**config.mk**
```make
export PLATFORM = sky130hd
export DESIGN_NAME = pibf_cell
export DESIGN_NICKNAME = d
export VERILOG_FILES = /design/src/hw/rtl/pibf_pkg.sv /design/src/hw/rtl/pibf_cell.sv
export SDC_FILE = /design/constraint.sdc
export NUM_CORES = 1
export LEC_CHECK = 0
export BUFFER_PORTS_ARGS = -buffer_cell sky130_fd_sc_hd__buf_2
export CAP_MARGIN = 40
export CORE_AREA = 2 2 142 144
export DETAILED_ROUTE_END_ITERATION = 8
export DIE_AREA = 0 0 144 146
export PLACE_DENSITY = 0.54
export SLEW_MARGIN = 20
export SYNTH_ARGS = -nofsm -noshare
export SYNTH_HDL_FRONTEND = slang
export SYNTH_SLANG_ARGS = --single-unit
export TNS_END_PERCENT = 10
```
**constraint.sdc**
```tcl
create_clock -name clk -period 2.3 [get_ports clk]
set_clock_uncertainty 0.05 [all_clocks]
set_input_delay 0.575 -clock clk [delete_from_list [all_inputs] [get_ports clk]]
set_output_delay 0.575 -clock clk [all_outputs]
set_load 0.01 [all_outputs]
```
**src/hw/rtl/pibf_pkg.sv**
```systemverilog
// Shared types, constants and helper functions for the flood/blacklist filter.
package pibf_pkg;

    localparam int IP_ENTRIES = 64;
    localparam int IDX_W      = $clog2(IP_ENTRIES);
    localparam int PORT_DEPTH = 65536;
    localparam int PORT_AW    = 16;

    localparam logic [31:0] DEF_MAX_PACKETS = 32'd100;
    localparam logic [63:0] DEF_WINDOW_NS   = 64'd5000000000;
    localparam logic [15:0] ETHERTYPE_IPV4  = 16'h0800;
    localparam logic [7:0]  PROTO_TCP       = 8'd6;
    localparam logic [7:0]  PROTO_UDP       = 8'd17;
    localparam logic [16:0] ETH_BYTES       = 17'd14;
    localparam logic [16:0] IPV4_BYTES      = 17'd20;
    localparam logic [16:0] TCP_BYTES       = 17'd20;
    localparam logic [16:0] UDP_BYTES       = 17'd8;
    localparam logic [31:0] COUNT_MAX       = 32'hFFFF_FFFF;

    typedef enum logic [1:0] {
        FUNC_PACKET = 2'd0,
        FUNC_PORT   = 2'd1,
        FUNC_BLACK  = 2'd2,
        FUNC_NONE   = 2'd3
    } func_t;

    typedef enum logic [2:0] {
        RSN_NOT_IPV4  = 3'd0,
        RSN_PASSED    = 3'd1,
        RSN_BLACKLIST = 3'd2,
        RSN_FLOOD     = 3'd3,
        RSN_PORT      = 3'd4,
        RSN_WRITE     = 3'd5
    } reason_t;

    typedef enum logic [0:0] {
        CFG_MAX_PACKETS = 1'b0,
        CFG_WINDOW_NS   = 1'b1
    } cfg_idx_t;

    typedef enum logic [1:0] {
        S_CLEAR,
        S_IDLE,
        S_LOOK,
        S_EXEC
    } state_t;

    typedef struct packed {
        logic [31:0] ip;
        logic [31:0] flood;
        logic [31:0] total;
        logic [63:0] win_start;
        logic        seen_valid;
        logic        blacklisted;
    } entry_t;

    function automatic logic [IDX_W-1:0] onehot_idx(input logic [IP_ENTRIES-1:0] v);
        logic [IDX_W-1:0] r;
        r = '0;
        for (int i = 0; i < IP_ENTRIES; i++) begin
            if (v[i])
            begin
                r = r | IDX_W'(i);
            end
        end
        return r;
    endfunction

    function automatic logic [31:0] sat_inc(input logic [31:0] v);
        return (v == COUNT_MAX) ? v : v + 32'd1;
    endfunction

endpackage

```
**src/hw/rtl/pibf_cell.sv**
```systemverilog
// One source table entry: holds its state, matches the key, passes the free chain on.
module pibf_cell
    import pibf_pkg::*;
(
    input  logic        clk,
    input  logic        rst_n,
    input  logic        wr_en,
    input  entry_t      wr_data,
    input  logic [31:0] key,
    input  logic        free_in,
    output logic        free_out,
    output logic        first_free,
    output logic        match,
    output entry_t      entry
);

    logic   valid_reg;
    entry_t entry_reg;

    always_ff @(posedge clk or negedge rst_n)
    begin
        if (!rst_n)
        begin
            valid_reg <= 1'b0;
        end
        else if (wr_en)
        begin
            valid_reg <= 1'b1;
        end
    end

    always_ff @(posedge clk)
    begin
        if (wr_en)
        begin
            entry_reg <= wr_data;
        end
    end

    // first free slot claims allocation; later cells see it as taken
    assign first_free = !valid_reg && !free_in;
    assign free_out   = free_in || !valid_reg;
    assign match      = valid_reg && (entry_reg.ip == key);
    assign entry      = entry_reg;

endmodule

```
==> results of run 1 <==
-- Yosys cell counts, drive strengths merged --
cell,instances,area share [%]
nand3,2,0.19
nand2b,1,0.12
xor2,31,5.2
nor4,7,0.83
edfxtp,162,92
xnor2,1,0.17
nand4,1,0.12
nor3,2,0.29
or2,1,0.12
nor2,1,0.071
dfrtp,1,0.48
-- power breakdown --
group,leakage (uW),switching (uW),internal (uW),total (uW)
Sequential,0.00159,82.8,3530,3610
Combinational,0.00162,353,310,662
Clock,0.000286,1170,1730,2900
Total,0.00350,1610,5560,7170
-- metrics by stage --
stage               area (um2)  hold slack (ps)  cells
floorplan                 5261            229.4    210
global placement          7473            300.3    842
detailed placement        7473            303.4    842
CTS                       8109            255.4    875
global route              8124            248.5    876
finish                    8124            282.6    876
-- logic make-up (layout without fill, tap and decap cells) --
| kind of cell | count (synthesis) | in the layout | synth area share [%] |
|---|---|---|---|
| xor gates and xnor gates | 32 | 32 | 5.327 |
| other | 0 | 1 | 0 |
| DFF | 163 | 163 | 92.94 |
| buffers and inverters | 0 | 400 | 0 |
| and+or+nand+nor | 15 | 15 | 1.736 |
-- metal layers --
layer / vias to the layer above / routed length, um / GRT usage [%]
met5: - / 0 / 0
met4: 0 / 228 / 5.049
met3: 16 / 1719 / 6.285
met2: 225 / 7429 / 22.81
met1: 1641 / 5071 / 13.21
li1: 1609 / - / -
-- worst max-delay path: cells and delay by family (launching register included) --
kind	cells	cell delay, ps
simple gates	3	660
flops	1	390
xor+xnor	1	170
buf+inv	1	160
-- cell type report --
type / count / share of cell area [%]
clock buffer: 18 / 5.283
tap: 265 / 4.081
clock inverter: 13 / 2.172
multi-input combinational: 47 / 4.882
sequential: 163 / 60.19
timing repair buffer: 369 / 23.36
antenna: 1 / 0.03080
-- final timing paths --
check / to / start / slack (ps) / cells past startpoint
max reg2reg: valid_reg / valid_reg / 1430 / 1
min reg2reg: valid_reg / valid_reg / 480 / 1
max: match / entry[141] / -110 / 5
max in group asynchronous: valid_reg / rst_n / 1690 / 2
min in group asynchronous: valid_reg / rst_n / 420 / 2
min: entry[14] / wr_data[14] / 280 / 1
-- timing repair --
action	4_1_cts	5_1_grt
pin swaps	4	1
setup endpoints to repair	1	1
buffers inserted	1	0
gates resized for setup	2	2
hold endpoints to repair	1	0
hold buffers	1	0
==> out/qor.yml, run 1 <==
floorplan:
  fp.dieW_um: 144
  dieArea_um2: 21020
  initial_core_util_pct: 27.21
  fp.dieH_um: 146
  ios: 363
  core-area_um2: 19330
  rows: 51
drt:
  drt_wl_total_um: 14450
  first_pass_iters: 4
  vias: 3491
  drt_iter0_drc: 134
  drc: 0
  post_drt_wl_per_cell_um: 16.49
  via_per_inst: 3.985
  ant_nets: 0
grt:
  first_global_vias: 3749
  grt_overflow: 0
  grt_pass1_wl_um: 20280
  antenna_found_initial: 1
  grt_max_degree: 53
  grt_usage_pct: 13.01
sta:
  worst_slew_pin_slew_ps: 444.8
  fin_crit_sh_pct: 105.0
  fin_ws_ps: -114.0
  fmax_ghz: 0.4143
  timing.final.max_slew_violations: 0
  setup_viol: 1
  rsz0062_at_grt: "yes"
  setup-tns-final_ps: -114.0
  hold_viol: 0
  min_period_ps: 2414
  slew_headroom_pct: 70.35
clocking:
  clock-root-buffer: "clkbuf_16"
  cts_tree: "yes"
  clock_sinks: 163
  cts_buffer_depth: 2
  cts_max_level: 4
  clk_pin_slew_ps: 70
  cts_made_buffers: 17
  clk-insertion-delay-late_ps: 410
final_layout:
  drive_gt1_share_pct: 66.23
  seqCellArea_um2: 4890
  final_common_cell: "buf_2"
  fill_cells: 1799
  largest_reg_flops: 162
  multi_input_area_um2: 396.6
  final_cell_mix: "buf_2 (361), edfxtp_1 (162), xor2_1 (31)"
  final_core_util_pct: 42.02
  layout.nets: 796
  area_growth_pct: 54.41
placed_design:
  dp_hpwl_um: 11400
  place_congestion: 0.7747
  io_buffers: 362
  post-place-ws_ps: -127.9
flow_run:
  max_cap_viol_count: 0
critical_path:
  path_class: "reg -> out"
  required_ps: 1670
  slowest_stage: "edfxtp_1"
  worstSetupStartpointType: "flop"
  crit_chain: "xor2_1 -> nor4_2 -> nand4_1 -> nor3_2 -> buf_2"
  path_max_fanout: 2
  critPathCaptureType: "output pin"
  arrival_ps: 1790
  slowest_delay_ps: 390
logic_synthesis:
  synth.cell_area_um2: 5261
  yosysSeqAreaShare_pct: 92.94
  ys_ff_latch: 163
  yosysWarnings: 0
  synth_cell_types: 12
  avgSynthCellArea_um2: 25.05
  syn_nets: 408
  synth_cells: 210
power:
  power.total_uw: 7173
  power_density_nw_per_um2: 883.0
  p_leak_uw: 0.003499
  ir_worst_vdd_v: 0.0004595
status:
  violations: "negative setup slack"
  outcome: "finished, violations left"
min_path:
  hold_class: "in -> reg"
No activity file was read; power rests on OpenSTA's default activity.
==> inputs of run 2 (changes only) <==
Settings changed: PLACE_DENSITY 0.54 to 0.61, SLEW_MARGIN 20 to 0.
Clock period 2.3 ns to 2.8 ns, I/O delays scaled along.
==> out/qor.yml, run 2 (same netlist as run 1, synthesis figures left out) <==
clocking:
  clk_pin_slew_ps: 70  # about the same
  clock-root-buffer: "clkbuf_16"
  cts_max_level: 4  # unchanged
  cts_tree: "yes"
  clk-insertion-delay-late_ps: 400  # about the same
  post_cts_buffers: 0  # -1
  clock_sinks: 163  # unchanged
  cts_buffer_depth: 2  # unchanged
  cts_made_buffers: 17  # unchanged
drt:
  drc: 0  # unchanged
  first_pass_iters: 4  # unchanged
  vias: 3518  # +0.77%
  via_per_inst: 4.025  # +1.0%
  drt_wl_total_um: 13870  # -4.0%
  drt_iter0_drc: 87  # -35%
  ant_nets: 0  # unchanged
  post_drt_wl_per_cell_um: 15.87  # -3.8%
final_layout:
  area_growth_pct: 52.68
  largest_reg_flops: 162  # unchanged
  final_common_cell: "buf_2"
  fill_cells: 1817  # +1.0%
  diodes: 0  # -1
  final_cell_mix: "buf_2 (361), edfxtp_1 (162), xor2_1 (31)"
  stdcell_count: 874  # -0.23%
  drive_gt1_share_pct: 65.52  # -0.71 points
  layout.nets: 794  # -0.25%
floorplan:
  dieArea_um2: 21020  # unchanged
  fp.dieH_um: 146  # unchanged
  ios: 363  # unchanged
  initial_core_util_pct: 27.21  # unchanged
  core-area_um2: 19330  # unchanged
  rows: 51  # unchanged
  fp.dieW_um: 144  # unchanged
power:
  power_density_nw_per_um2: 702.0  # -20%
  p_sw_uw: 1327  # -18%
  sw_frac_of_total_pct: 23.54  # +1.1 points
  p_int_uw: 4312  # -23%
  clkPwrFrac_pct: 37.9  # -2.5 points
  p_leak_uw: 0.003470  # -0.83%
  seqPwrFrac_pct: 52.6  # +2.3 points
  ir_worst_vdd_v: 0.0003732  # -19%
  p_comb_share_pct: 9.6  # +0.4 points
placed_design:
  io_buffers: 362  # unchanged
  dp_cells: 841  # -0.12%
  dp_hpwl_um: 10950  # -4.0%
  place_congestion: 0.7589  # -2.0%
critical_path:
  arrival_ps: 1870  # +80 ps
  slowest_delay_ps: 410  # +20 ps
  slowest_stage: "edfxtp_1"
  path_max_fanout: 2  # unchanged
  crit_chain: "xor2_1 -> nor4_2 -> nand4_1 -> nor3_2 -> buf_2"
  crit_buf_inv: 1  # unchanged
  critPathCaptureType: "output pin"
  worstSetupStartpointType: "flop"
  path_class: "reg -> out"
  required_ps: 2050  # +380 ps
  crit_family: "simple AND/OR/NAND/NOR gates"
flow_run:
  max_cap_viol_count: 0  # unchanged
sta:
  setup-tns-final_ps: 0  # +114.0 ps
  timing.final.max_slew_violations: 0  # unchanged
  fin_crit_sh_pct: 93.45
  slew_headroom_pct: 74.86  # +4.5 points
  min_period_ps: 2617
  fmax_ghz: 0.3822
  worst_slew_pin_slew_ps: 373.6  # -71.16 ps
  hold_viol: 0  # unchanged
  setup_viol: 0  # -1
  rsz0062_at_grt: "no"
grt:
  grt_pass1_wl_um: 19620  # -3.2%
  grt_usage_pct: 12.73  # -0.28 points
  antenna_found_initial: 1  # unchanged
  grt_max_degree: 61  # +15%
  grt_overflow: 0  # unchanged
  first_global_vias: 3756  # +0.19%
min_path:
  hold_class: "in -> reg"
status:
  outcome: "completed"
-- run 2: cell type report --
cell class	count	area, um2	area share [%]
sequential	163	4890	60.87
timing repair buffer	367	1883	23.44
clock buffer	18	429.2	5.343
multi-input combinational	47	377.9	4.704
tap	265	331.6	4.128
clock inverter	14	121.4	1.511
-- run 2: worst paths after layout --
path	from	endpoint	slack, ps	cells past startpoint
max	entry[153]	match	180	5
min	wr_data[14]	entry[14]	410	1
max reg2reg	valid_reg	valid_reg	1930	1
min reg2reg	valid_reg	valid_reg	490	1
max in group asynchronous	rst_n	valid_reg	2050	2
min in group asynchronous	rst_n	valid_reg	560	2
-- run 2: what timing repair did --
action                                  4_1_cts  5_1_grt
hold buffers                                  1        0
endpoints found under the hold margin         1        0
endpoints found under the setup margin        1        0
gates resized for setup                       1        0
-- run 2: power by group through the flow --
stage                     logic [uW]  registers (uW)  clock network, uW
after CTS                        551            2970               2220
after detailed placement         547            3020                  0
final                            539            2970               2140
after global routing             584            2980               2320
after floorplan                 40.9            3120                  0
after global placement           537            3010                  0
-- run 2: through the flow --
| step | hold slack (ps) | cell area [um2] | setup WS (ps) | power (uW) | util (%) |
|---|---|---|---|---|---|
| 2_1_floorplan | 354.4 | 5261 | 570.0 | 3160 | - |
| 3_3_place_gp | 426.4 | 7466 | 70.77 | 3552 | 38.61 |
| 3_5_place_dp | 431.0 | 7466 | 25.14 | 3569 | 38.61 |
| 4_1_cts | 381.0 | 8033 | 97.85 | 5736 | 41.55 |
| 5_1_grt | 372.7 | 8033 | 46.70 | 5887 | 41.55 |
| 6_report | 406.0 | 8033 | 183.3 | 5639 | 41.55 |
-- run 2: layer usage --
metal	vias to the layer above	GRT usage [%]	share of wire (%)
li1	1604	-	-
met1	1658	11.85	33
met2	234	23.12	53
met3	20	6.055	12
met4	2	5.882	2.1
met5	-	0	0.094
